<file path="config.mk">
export PLATFORM = sky130hd
export DESIGN_NAME = fan_thermostat_with_dwell_timers_core
export DESIGN_NICKNAME = d
export VERILOG_FILES = /design/src/design/ftdt_pkg.sv /design/src/design/fan_thermostat_with_dwell_timers_core.sv
export VERILOG_INCLUDE_DIRS = /design/src /design/src/design
export SDC_FILE = /design/constraint.sdc
export NUM_CORES = 1
export LEC_CHECK = 0
export ABC_AREA = 0
export BUFFER_PORTS_ARGS = -buffer_cell sky130_fd_sc_hd__buf_2
export CORE_AREA = 2 2 187 170
export CTS_CLUSTER_SIZE = 20
export DETAILED_ROUTE_END_ITERATION = 8
export DIE_AREA = 0 0 189 172
export SLEW_MARGIN = 5
export SYNTH_ARGS = -nofsm -noshare
export SYNTH_HDL_FRONTEND = slang
export SYNTH_SLANG_ARGS = --single-unit
</file>
<file path="constraint.sdc">
create_clock -name clk_i -period 5.5 [get_ports clk_i]
set_input_delay 1.65 -clock clk_i [delete_from_list [all_inputs] [get_ports clk_i]]
set_output_delay 1.65 -clock clk_i [all_outputs]
set_load 0.1 [all_outputs]
</file>
<file path="src/design/fan_thermostat_with_dwell_timers_core_assert.svh">
// Assertion macros for the fan thermostat core.
`ifndef FAN_THERMOSTAT_WITH_DWELL_TIMERS_CORE_ASSERT_SVH
`define FAN_THERMOSTAT_WITH_DWELL_TIMERS_CORE_ASSERT_SVH
`ifndef SYNTHESIS
`define FTDT_ASSERT(lbl, prop) \
  lbl: assert property (@(posedge clk_i) disable iff (!rst_ni) prop) \
    else $error("ftdt assertion failed");
`define FTDT_ASSERT_ALWAYS(lbl, prop) \
  lbl: assert property (@(posedge clk_i) prop) \
    else $error("ftdt assertion failed");
`else
`define FTDT_ASSERT(lbl, prop)
`define FTDT_ASSERT_ALWAYS(lbl, prop)
`endif
`endif

</file>
<file path="src/design/ftdt_pkg.sv">
// Types and constants for the fan thermostat core.
`timescale 1ns / 1ps
package ftdt_pkg;

  localparam int unsigned TIME_BITS_DEF = 32;
  localparam int unsigned TEMP_W        = 15;
  localparam int unsigned DUR_W         = 32;
  localparam int unsigned CFG_IDX_W     = 2;

  localparam logic signed [TEMP_W-1:0] HIGH_THR_RST = 15'sd3000;
  localparam logic signed [TEMP_W-1:0] LOW_THR_RST  = 15'sd2500;
  localparam logic [DUR_W-1:0]         HOLD_RST     = 32'd60000000;
  localparam logic [DUR_W-1:0]         MAX_VENT_RST = 32'd120000000;

  typedef enum logic [1:0] {
    MODE_IDLE  = 2'd0,
    MODE_ALERT = 2'd1,
    MODE_VENT  = 2'd2
  } mode_e;

  typedef enum logic [CFG_IDX_W-1:0] {
    REG_HIGH_THR = 2'd0,
    REG_LOW_THR  = 2'd1,
    REG_HOLD     = 2'd2,
    REG_MAX_VENT = 2'd3
  } cfg_reg_e;

endpackage

</file>
<file path="src/design/fan_thermostat_with_dwell_timers_core.sv">
// Fan thermostat with over-temperature and vent dwell timers.
//
//   channel  direction  handshake                 payload
//   in       sink       in_valid_i / in_ready_o    temperature_i, now_us_i
//   out      source     out_valid_o / out_ready_i  mode_o, fan_on_o
//   cfg      sink       cfg_we_i                   cfg_idx_i, cfg_wdata_i
//
// One item per cycle sustained while the output is not stalled; an item passes the
// input register, then the mode/timer update into the result register.
// The mode update is two temperature compares and two TIME_BITS subtracts, each
// compared with its duration, per item.
// Reset clears mode, timers, thresholds and durations to their defaults.
// An output stall holds the result; one more item waits in the input register.
`timescale 1ns / 1ps
`include "fan_thermostat_with_dwell_timers_core_assert.svh"
module fan_thermostat_with_dwell_timers_core #(
  parameter int unsigned TIME_BITS = ftdt_pkg::TIME_BITS_DEF
) (
  input  logic                                  clk_i,
  input  logic                                  rst_ni,
  input  logic                                  in_valid_i,
  output logic                                  in_ready_o,
  input  logic signed [ftdt_pkg::TEMP_W-1:0]    temperature_i,
  input  logic [31:0]                           now_us_i,
  output logic                                  out_valid_o,
  input  logic                                  out_ready_i,
  output logic [1:0]                            mode_o,
  output logic                                  fan_on_o,
  input  logic                                  cfg_we_i,
  input  logic [ftdt_pkg::CFG_IDX_W-1:0]        cfg_idx_i,
  input  logic [ftdt_pkg::DUR_W-1:0]            cfg_wdata_i
);
  import ftdt_pkg::*;

  localparam int unsigned CmpW = (TIME_BITS > DUR_W) ? TIME_BITS : DUR_W;

  logic signed [TEMP_W-1:0] high_thr_q, low_thr_q;
  logic [DUR_W-1:0]         hold_q, max_vent_q;

  logic                     in_vld_q;
  logic signed [TEMP_W-1:0] temp_q;
  logic [TIME_BITS-1:0]     now_q;

  mode_e                    mode_q, mode_d;
  logic                     counting_q, counting_d;
  logic                     fan_q, fan_d;
  logic [TIME_BITS-1:0]     ot_start_q, ot_start_d;
  logic [TIME_BITS-1:0]     vent_start_q, vent_start_d;

  logic                     out_vld_q;
  mode_e                    out_mode_q;
  logic                     out_fan_q;

  logic                     res_free, step;
  logic [CmpW-1:0]          now_ext;
  logic [TIME_BITS-1:0]     ot_elapsed, vent_elapsed;
  logic                     over_high, under_low, hold_met, vent_met;

  assign res_free   = !out_vld_q || out_ready_i;
  assign step       = in_vld_q && res_free;
  assign in_ready_o = !in_vld_q || res_free;
  assign now_ext    = CmpW'(now_us_i);

  always_ff @(posedge clk_i or negedge rst_ni) begin
    if (!rst_ni) begin
      high_thr_q <= HIGH_THR_RST;
      low_thr_q  <= LOW_THR_RST;
      hold_q     <= HOLD_RST;
      max_vent_q <= MAX_VENT_RST;
    end else if (cfg_we_i) begin
      unique case (cfg_reg_e'(cfg_idx_i))
        REG_HIGH_THR: high_thr_q <= cfg_wdata_i[TEMP_W-1:0];
        REG_LOW_THR:  low_thr_q  <= cfg_wdata_i[TEMP_W-1:0];
        REG_HOLD:     hold_q     <= cfg_wdata_i;
        REG_MAX_VENT: max_vent_q <= cfg_wdata_i;
        default: ;
      endcase
    end
  end

  always_ff @(posedge clk_i or negedge rst_ni) begin
    if (!rst_ni) begin
      in_vld_q <= 1'b0;
    end else if (in_ready_o) begin
      in_vld_q <= in_valid_i;
    end
  end

  always_ff @(posedge clk_i) begin
    if (in_ready_o && in_valid_i) begin
      temp_q <= temperature_i;
      now_q  <= TIME_BITS'(now_ext);
    end
  end

  assign ot_elapsed   = TIME_BITS'(now_q - ot_start_q);
  assign vent_elapsed = TIME_BITS'(now_q - vent_start_q);
  assign over_high    = temp_q > high_thr_q;
  assign under_low    = temp_q < low_thr_q;
  assign hold_met     = CmpW'(ot_elapsed) >= CmpW'(hold_q);
  assign vent_met     = CmpW'(vent_elapsed) >= CmpW'(max_vent_q);

  always_comb begin
    mode_d       = mode_q;
    counting_d   = counting_q;
    fan_d        = fan_q;
    ot_start_d   = ot_start_q;
    vent_start_d = vent_start_q;
    unique case (mode_q)
      MODE_ALERT: begin
        if (over_high) begin
          if (counting_q && hold_met) begin
            fan_d        = 1'b1;
            vent_start_d = now_q;
            counting_d   = 1'b0;
            mode_d       = MODE_VENT;
          end
        end else begin
          counting_d = 1'b0;
          mode_d     = MODE_IDLE;
        end
      end
      MODE_VENT: begin
        if (under_low || vent_met) begin
          fan_d  = 1'b0;
          mode_d = MODE_IDLE;
        end
      end
      default: begin
        mode_d = MODE_IDLE;
        if (over_high) begin
          ot_start_d = now_q;
          counting_d = 1'b1;
          mode_d     = MODE_ALERT;
        end
      end
    endcase
  end

  always_ff @(posedge clk_i or negedge rst_ni) begin
    if (!rst_ni) begin
      mode_q       <= MODE_IDLE;
      counting_q   <= 1'b0;
      fan_q        <= 1'b0;
      ot_start_q   <= '0;
      vent_start_q <= '0;
      out_vld_q    <= 1'b0;
    end else begin
      if (step) begin
        mode_q       <= mode_d;
        counting_q   <= counting_d;
        fan_q        <= fan_d;
        ot_start_q   <= ot_start_d;
        vent_start_q <= vent_start_d;
      end
      if (res_free) begin
        out_vld_q <= in_vld_q;
      end
    end
  end

  always_ff @(posedge clk_i) begin
    if (step) begin
      out_mode_q <= mode_d;
      out_fan_q  <= fan_d;
    end
  end

  assign out_valid_o = out_vld_q;
  assign mode_o      = out_mode_q;
  assign fan_on_o    = out_fan_q;

  // fan drive and venting mode move together
  `FTDT_ASSERT_ALWAYS(a_fan_vent, fan_q == (mode_q == MODE_VENT))
  // over-temperature timer only runs in alert
  `FTDT_ASSERT(a_count_alert, counting_q |-> mode_q == MODE_ALERT)
  // an item stepped through the update always lands in the result register
  `FTDT_ASSERT(a_step_result, step |=> out_vld_q)
  // a pending item holds the input register while the result stalls
  `FTDT_ASSERT(a_in_hold, in_vld_q && !res_free |=> in_vld_q && $stable(now_q))

endmodule

</file>
==> Word-level counts from Yosys, hierarchy flattened <==
Index checks and enable logic that the tools add are counted.
{ "word_totals": {"ff_bits": 214, "latch_bits": 0, "ramBits": 0, "rom_bits": 0, "inputBits": 86, "output_inout_bits": 5, "wordCells": 60, "mem_count": 0} }
{ "op_classes": {"add_sub_neg": 2, "n_mul": 0, "n_div": 0, "order_cmp": 4, "eq_ne": 6, "shifts": 0, "n_mux": 13, "n_bitwise": 2, "n_reduce_logical": 18} }
{ "op_table": {"columns": ["op", "n"], "rows": [
  ["32-bit >= comparator", 2],
  ["32-bit subtractor", 2],
  ["15-bit > comparator", 1],
  ["15-bit < comparator", 1],
  ["2-bit AND reduction", 4],
  ["4-bit AND reduction", 2],
  ["1-bit two-way mux", 7],
  ["2-bit == test (second input constant)", 3],
  ["2-bit two-way mux", 3],
  ["2-bit by 1-bit == test with 1-bit output (second input constant)", 2],
  ["1-bit case mux with 2 select lines", 2],
  ["2-bit case mux with 2 select lines", 1],
  ["1-bit logical AND", 3],
  ["1-bit logical OR", 3],
  ["3-bit inequality test (second input constant)", 1],
  ["3-bit AND reduction", 1],
  ["1-bit zero test", 2],
  ["2-bit zero test", 1],
  ["1-bit NOT", 2],
  ["2-bit nonzero test", 1],
  ["2-bit OR reduction", 1]
]} }

==> Depth between registers and ports, before layout <==
Gate-level depths: netlist of the first run.
{ "depth": {"ltp_word": 6, "mapped_depth": 23, "ltp_nobuf": 22} }

==> Worst setup path after synthesis of the first run <==
OpenSTA, ideal clock, no wires.
{ "synth_path": {"path_kind": "register to register", "from": "reg now_q[0]", "to": "reg vent_start_q[0]", "setup_time_ps": 125, "arrival_ps": 4448, "required_ps": 5375, "path_slack_ps": 927, "stages_incl_launch_ff": 23, "path_buffers": 1, "synth_period_minus_slack_ps": 4573, "path_cell_list": "edfxtp_1 > inv_1 > ha_1 > inv_1 > fa_1 > a211oi_1 > nor3_1 > o211ai_1 > nand3_1 > a41oi_1 > nor2_1 > nor2b_1 > o21ai_0 > xor2_1 > ha_1 > and3_1 > nand3_1 > or3_1 > o221ai_1 > nor2b_4 > nand2_4 > buf_6 > mux2_4"} }
{ "synth_via": {"elab_chain_cells": 4} }
{ "synth_rtl": {"columns": ["item", "line", "source"], "rows": [
  ["start, declared", "fan_thermostat_with_dwell_timers_core.sv:42", "logic [TIME_BITS-1:0] now_q;"],
  ["start signal, assigned", "fan_thermostat_with_dwell_timers_core.sv:92", "now_q <= TIME_BITS'(now_ext);"],
  ["32-bit subtractor", "fan_thermostat_with_dwell_timers_core.sv:96", "assign ot_elapsed = TIME_BITS'(now_q - ot_start_q);"],
  ["32-bit >= comparator", "fan_thermostat_with_dwell_timers_core.sv:100", "assign hold_met = CmpW'(ot_elapsed) >= CmpW'(hold_q);"],
  ["1-bit logical AND", "fan_thermostat_with_dwell_timers_core.sv:112", "if (counting_q && hold_met) begin"],
  ["4-bit AND reduction (no line)", null, null],
  ["end signal, assigned", "fan_thermostat_with_dwell_timers_core.sv:154", "vent_start_q <= vent_start_d;"],
  ["end, declared", "fan_thermostat_with_dwell_timers_core.sv:48", "logic [TIME_BITS-1:0] vent_start_q, vent_start_d;"]
]} }
Parallel ways exist; a longest one is shown, timed or not.
A chain may end at the register's enable or synchronous reset.

==> Worst setup path after layout of the first run <==
{ "layout_path": {"from": "reg now_q[0]", "to": "reg out_mode_q[1], in the netlist mode_o[1], data pin"} }
{ "layout_via": {"elab_chain_cells": 6, "word_cells_on_any_way": 10, "cone_classes": "add/sub (2); order compare (2); mux (4); reduce/logical (2)"} }
{ "layout_rtl": {"columns": ["item", "line", "source"], "rows": [
  ["32-bit subtractor", "fan_thermostat_with_dwell_timers_core.sv:96", null],
  ["32-bit >= comparator", "fan_thermostat_with_dwell_timers_core.sv:100", null],
  ["1-bit logical AND", "fan_thermostat_with_dwell_timers_core.sv:112", null],
  ["2-bit two-way mux", "fan_thermostat_with_dwell_timers_core.sv:112", null],
  ["2-bit two-way mux", "fan_thermostat_with_dwell_timers_core.sv:111", "if (over_high) begin"],
  ["2-bit case mux with 2 select lines (*)", "fan_thermostat_with_dwell_timers_core.sv:109", "unique case (mode_q)"],
  ["net mode_d[1]", "fan_thermostat_with_dwell_timers_core.sv:44", "mode_e mode_q, mode_d;"],
  ["end signal, assigned", "fan_thermostat_with_dwell_timers_core.sv:164", "out_mode_q <= mode_d;"],
  ["end, declared", "fan_thermostat_with_dwell_timers_core.sv:51", "mode_e out_mode_q;"]
]} }
Mark *: on every way through the listed nets, which the timed path passes. The rest lies on a longest branch.

==> impl_metrics.py, run 1 <==
metrics = {
    "synthesis": {
        "synth_ff_type": "dfrtp_1",
        "synthCells": 1260,
        "yosysTopAreaCellShare": 0.2490,
        "yosysWarnings": 0,
        "yosysMostFrequentCell": "inv_1",
        "synth_common_cells": "inv_1 (170), ha_1 (157), dfrtp_1 (132)",
        "synth_area_leaders": "dfrtp_1 (25%), ha_1 (15%), edfxtp_1 (11%)",
        "syn-num-nets": 1505,
        "synthDistinctLibCells": 66,
        "yosysSeqAreaShare": 0.4256,
        "synth-seq-cells": 214,
        "avgSynthCellArea_um2": 10.53,
        "synth_top_cell_by_area": "dfrtp_1",
        "synth_edf_count": 50,
        "async_flop_share": 0.7664,
        "syn-cell-area_mm2": 0.01326,
    },
    "global_route": {
        "track_usage": 0.1868,
        "grt_pass1_vias": 9060,
        "grt.overflow.total": 0,
        "grtUsageMet3": 0.02415,
        "gr-max-usage-layer": "met1",
        "antenna_found_initial": 0,
        "met2_usage": 0.2709,
        "met1_usage": 0.2919,
        "grt_pass1_wl_mm": 48.20,
        "grt_max_degree": 98,
    },
    "finish": {
        "nFillCells": 2852,
        "utilization": 0.4970,
        "nets": 1609,
        "drive_gt1_frac": 0.2197,
        "finalNonFillerCells": 1793,
        "final_cell_area_mm2": 0.01521,
        "syn_to_final_growth_pct": 14.67,
        "antenna-diode-count": 0,
    },
    "die": {
        "start_util": 0.4334,
        "die_y_um": 172,
        "coreArea_mm2": 0.03061,
        "ios": 91,
        "dieArea_mm2": 0.03251,
        "row_count": 61,
        "die_x_um": 189,
    },
    "clocking": {
        "root_buffer": "clkbuf_16",
        "h-tree-depth": 1,
        "clockBufferDepth": 3,
        "clock_latency_ps": 540,
        "clkSlewWorstSetupHoldPaths_ps": 60,
        "numCtsBuffers": 26,
        "cts_tree": "built",
        "cts.sinks": 214,
    },
    "setup_path": {
        "cp.required_ps": 5880,
        "cp-end-kind": "register",
        "cp-start-kind": "register",
        "worstPathMaxFanout": 6,
        "arrival_ps": 5560,
        "criticalPathCategory": "register to register",
    },
    "route": {
        "antenna_left": 0,
        "vias": 9250,
        "drt_iter0_drc": 485,
        "post_drt_via_cell_ratio": 5.159,
        "wl_per_cell_um": 16.61,
        "drc": 0,
        "dr.pass1.iters": 4,
        "wl_mm": 29.79,
    },
    "sta": {
        "setup_viol": 0,
        "slew_violations": 0,
        "finalSetupTns_ps": 0,
        "skew_ps": 13.86,
        "whs_ps": 503.0,
        "fin_crit_ps": 5189,
        "worstMarginPinSlew_ps": 996.6,
        "max_freq_ghz": 0.1927,
        "finalHoldViolCount": 0,
        "rsz0062_at_grt": "no",
        "fin_crit_sh": 0.9435,
        "slew-limit-headroom": 0.3349,
    },
    "min_path": {
        "min_path_type": "register to register",
    },
    "pwr": {
        "pwr-share-clk": 0.226,
        "pwr_density_cell_mw_per_mm2": 555.2,
        "sw_frac_of_total": 0.3798,
        "intPower_mw": 5.237,
        "p_sw_mw": 3.207,
        "ir_drop_uv": 300.9,
        "p_comb_frac": 0.505,
        "seqPwrFrac": 0.269,
        "power_leakage_nw": 7.273,
    },
    "placement": {
        "dp_hpwl_mm": 22.36,
        "dp_cells": 1744,
        "place_congestion": 0.8689,
        "io_buffers": 90,
        "place_area_mm2": 0.01421,
    },
    "job": {
        "cap_violations": 0,
    },
    "status": {
        "outcome": "complete, no violations",
    },
}
==> power groups by stage <==
stage          Combinational, mW  Clock [mW]  Sequential, mW
2_1_floorplan               3.24           0            2.27
3_3_place_gp                4.13           0            2.28
3_5_place_dp                4.21           0            2.29
4_1_cts                     4.24        1.96            2.27
5_1_grt                     4.83        2.03            2.32
6_report                    4.26        1.91            2.27
==> worst max-delay path, cell delays in order, from the launching register on <==
cell      delay [ps]
edfxtp_1         410
inv_1            110
ha_1             180
inv_1             60
fa_1             430
a211oi_1         220
o21ai_0          180
a31o_2           280
a31oi_4          260
o32ai_1          200
o211a_1          310
or2_1            240
a21oi_1          180
xnor2_1          140
ha_1             260
a21o_1           160
a21oi_1          170
o21ai_0          100
a221oi_1         310
o41ai_1          140
a31oi_1          280
nand2_1          200
a21oi_1          220
==> registers in the layout, indices dropped and copies added (netlist names) <==
| signal | flops |
|---|---|
| fan_on_o | 1 |
| mode_o | 2 |
| in_vld_q | 1 |
| max_vent_q | 32 |
| fan_q | 1 |
| out_valid_o | 1 |
| mode_q | 2 |
| counting_q | 1 |
| temp_q | 15 |
| hold_q | 32 |
| ot_start_q | 32 |
| low_thr_q | 15 |
| vent_start_q | 32 |
| high_thr_q | 15 |
| now_q | 32 |
==> per-layer routing <==
metal	part of all wire	up-vias
met5	0	-
met2	0.40	160
met4	0.021	0
li1	-	4672
met3	0.034	39
met1	0.54	4379
==> cell usage in the layout, fill, tap and decap left out, drive strengths merged, types with 5 or more instances in the layout <==
cell,count
inv,170
ha,157
dfrtp,132
mux2,114
buf,99
o21ai,89
a21oi,78
nand2,74
a21o,54
edfxtp,50
nor2,42
xnor2,40
clkbuf,34
dfstp,32
nand3,20
xor2,16
a211oi,15
nand2b,14
nor3,13
nand4,13
nor2b,13
and3,10
a31oi,9
clkinv,9
o21a,8
a221oi,6
bufinv,6
o21bai,5
==> layout make-up <==
| type | count | area (um^2) | area share |
|---|---|---|---|
| clock buffer | 34 | 732.0 | 0.04812 |
| clock inverter | 14 | 235.2 | 0.01547 |
| inverter | 171 | 641.9 | 0.04220 |
| multi-input combinational | 852 | 6907 | 0.4541 |
| sequential | 214 | 5645 | 0.3712 |
| tap | 409 | 511.7 | 0.03365 |
| timing repair buffer | 99 | 536.8 | 0.03529 |
==> through the flow <==
| stage | setup WS [ps] | power, mW |
|---|---|---|
| 2_1_floorplan | 926.7 | 5.514 |
| 3_3_place_gp | 242.0 | 6.412 |
| 3_5_place_dp | 163.2 | 6.496 |
| 4_1_cts | 139.1 | 8.470 |
| 5_1_grt | 6.086 | 9.179 |
| 6_report | 310.7 | 8.444 |
==> cells by family (layout without fill, tap and decap cells) <==
group | Yosys count | count (layout) | share of synthesized area
xor gates and xnor gates | 56 | 56 | 0.03698
muxes | 114 | 114 | 0.1053
and+or+nand+nor | 225 | 225 | 0.08461
adders and majority gates | 159 | 159 | 0.1511
buffers and inverters | 194 | 318 | 0.05660
DFF | 214 | 214 | 0.4256
AOI/OAI and AO/OA | 298 | 298 | 0.1398
==> path summary, 6_finish.rpt <==
kind / startpoint / endpoint / slack (ps) / cells after the start
max in group asynchronous: rst_ni / hold_q[24] / 3220 / 2
min reg2reg: low_thr_q[5] / low_thr_q[5] / 500 / 1
min in group asynchronous: rst_ni / low_thr_q[4] / 1210 / 1
max: now_q[0] / mode_o[1] / 310 / 22
min: low_thr_q[5] / low_thr_q[5] / 500 / 1
max reg2reg: now_q[0] / mode_o[1] / 310 / 22
==> what timing repair did <==
item                                    in CTS  in global routing
endpoints found under the setup margin       0                 38
buffers inserted                             0                  1
hold buffers                                 0                  0
resized for setup                            0                  4
endpoints found under the hold margin        0                  0
(Power assumes the default switching activity.)
==> run 2: changes to the inputs <==
- BUFFER_PORTS_ARGS: -buffer_cell sky130_fd_sc_hd__buf_2 -> unset
- DONT_BUFFER_PORTS: unset -> 1
- RECOVER_POWER: unset -> 25
==> run 2 against run 1 <==
Worst setup slack lost 16 ps. Power shrank 4.3%. Non-clock buffer count shrank 91. First-iteration DRC count shrank 13%. Via count shrank 2.9%. Largest cell class unchanged. Largest power group unchanged. Highest routed layer unchanged.
==> impl_metrics.py, run 2 (synthesis gave the netlist of run 1 again) <==
metrics = {
    "sta": {
        "setup_viol": 0,
        "slew-limit-headroom": 0.2693,
        "fin_crit_ps": 5206,
        "worstMarginPinSlew_ps": 1093,
        "slew_violations": 0,
        "fin_crit_sh": 0.9465,
        "finalHoldViolCount": 0,
        "skew_ps": 37.56,
        "max_freq_ghz": 0.1921,
        "fin_ws_ps": 294.4,
    },
    "global_route": {
        "antenna_found_initial": 0,
        "grt.overflow.total": 0,
        "grt_max_degree": 165,
        "grt_pass1_wl_mm": 47.41,
        "track_usage": 0.1833,
        "grt_pass1_vias": 8845,
    },
    "setup_path": {
        "arrival_ps": 5610,
        "cp-end-kind": "register",
        "worstPathMaxFanout": 32,
        "cp-start-kind": "register",
        "cp.required_ps": 5900,
        "criticalPathCategory": "register to register",
    },
    "pwr": {
        "seqPwrFrac": 0.287,
        "pwr-share-clk": 0.203,
        "ir_drop_uv": 276.3,
        "intPower_mw": 4.958,
        "sw_frac_of_total": 0.3864,
        "p_sw_mw": 3.123,
        "pwr_density_cell_mw_per_mm2": 554.7,
        "power_leakage_nw": 6.825,
        "p_comb_frac": 0.510,
    },
    "clocking": {
        "root_buffer": "clkbuf_16",
        "cts_tree": "built",
        "h-tree-depth": 1,
        "numCtsBuffers": 24,
        "clkSlewWorstSetupHoldPaths_ps": 60,
        "cts.sinks": 214,
        "clock_latency_ps": 550,
        "clockBufferDepth": 3,
    },
    "finish": {
        "finalNonFillerCells": 1698,
        "syn_to_final_growth_pct": 9.820,
        "nets": 1516,
        "antenna-diode-count": 0,
        "utilization": 0.4759,
        "nFillCells": 2808,
        "drive_gt1_frac": 0.1583,
        "layout_commonest_cell": "inv_1",
        "seq_area_mm2": 0.005645,
        "layout_common_cells": "inv_1 (170), ha_1 (157), dfrtp_1 (132)",
        "multi_input_area_mm2": 0.006893,
    },
    "placement": {
        "dp_cells": 1653,
        "io_buffers": 0,
        "place_congestion": 0.8616,
        "dp_hpwl_mm": 21.70,
        "pre_cts_slack_ps": 82.15,
    },
    "die": {
        "coreArea_mm2": 0.03061,
        "dieArea_mm2": 0.03251,
        "die_x_um": 189,
        "start_util": 0.4334,
        "row_count": 61,
        "ios": 91,
        "die_y_um": 172,
    },
    "min_path": {
        "min_path_type": "register to register",
    },
    "route": {
        "post_drt_via_cell_ratio": 5.289,
        "drt_iter0_drc": 423,
        "vias": 8981,
        "wl_mm": 29.39,
        "drc": 0,
        "wl_per_cell_um": 17.31,
        "dr.pass1.iters": 5,
        "antenna_left": 0,
    },
    "status": {
        "outcome": "complete, no violations",
    },
    "job": {
        "cap_violations": 0,
    },
}
## run 2: layout make-up
cell class	instances	area share
multi-input cells	852	0.4732
flip-flops and latches	214	0.3876
inverters	171	0.04406
clock buffers	27	0.04269
well taps	409	0.03513
clock inverters	17	0.01237
repair buffers	8	0.004982
## run 2: timing repair
| item | 4_1_cts | 5_1_grt |
|---|---|---|
| setup endpoints to repair | 0 | 37 |
| hold buffers | 0 | 0 |
| setup buffers | 0 | 1 |
| gates resized for setup | 0 | 2 |
## run 2: power groups by stage
stage,Combinational (mW),Clock [mW],Sequential [mW]
2_1_floorplan,3.24,0,2.27
3_3_place_gp,3.99,0,2.33
3_5_place_dp,4.09,0,2.34
4_1_cts,4.12,1.67,2.32
5_1_grt,4.71,1.74,2.37
6_report,4.12,1.64,2.32
## run 2: per-layer routing
metal,GRT usage,part of all wire,up-vias
li1,-,-,4482
met1,0.2748,0.52,4278
met2,0.2709,0.41,174
met3,0.03227,0.046,47
met4,0.04993,0.025,0
met5,0,0,-
## run 2: critical path: stages (launching register included)
cell and delay, ps:
edfxtp_1 400, inv_1 100, ha_1 170, inv_1 50, fa_1 410, a211oi_1 300, nor3_1 150, o211ai_1 180
buf_4 160, nand3_1 110, a41oi_1 340, nor2_1 110, nor2b_1 190, o21ai_0 140, xor2_1 160, ha_1 280
and3_1 150, nand3_1 110, or3_1 400, o221ai_2 260, nor2b_4 280, nand2_4 70, buf_12 180, mux2_4 330
## run 2: per-stage QoR
step | area, um^2 | setup TNS, ps | power (mW) | hold slack, ps
2_1_floorplan | 13260 | 0 | 5.514 | 457.2
3_3_place_gp | 13740 | 0 | 6.325 | 487.2
3_5_place_dp | 13740 | 0 | 6.422 | 491.5
4_1_cts | 14550 | 0 | 8.114 | 500.6
5_1_grt | 14570 | -41.50 | 8.820 | 519.2
6_report | 14570 | 0 | 8.081 | 500.4
## run 2: path summary, 6_finish.rpt
path                       depth (start not counted)      from               end  slack [ps]
max                                               23  now_q[0]   vent_start_q[5]         290
min reg2reg                                        1  in_vld_q       out_valid_o         500
max in group asynchronous                          0    rst_ni  vent_start_q[22]        4020
min in group asynchronous                          0    rst_ni     high_thr_q[6]         820
min                                                1  in_vld_q       out_valid_o         500
max reg2reg                                       23  now_q[0]   vent_start_q[5]         290
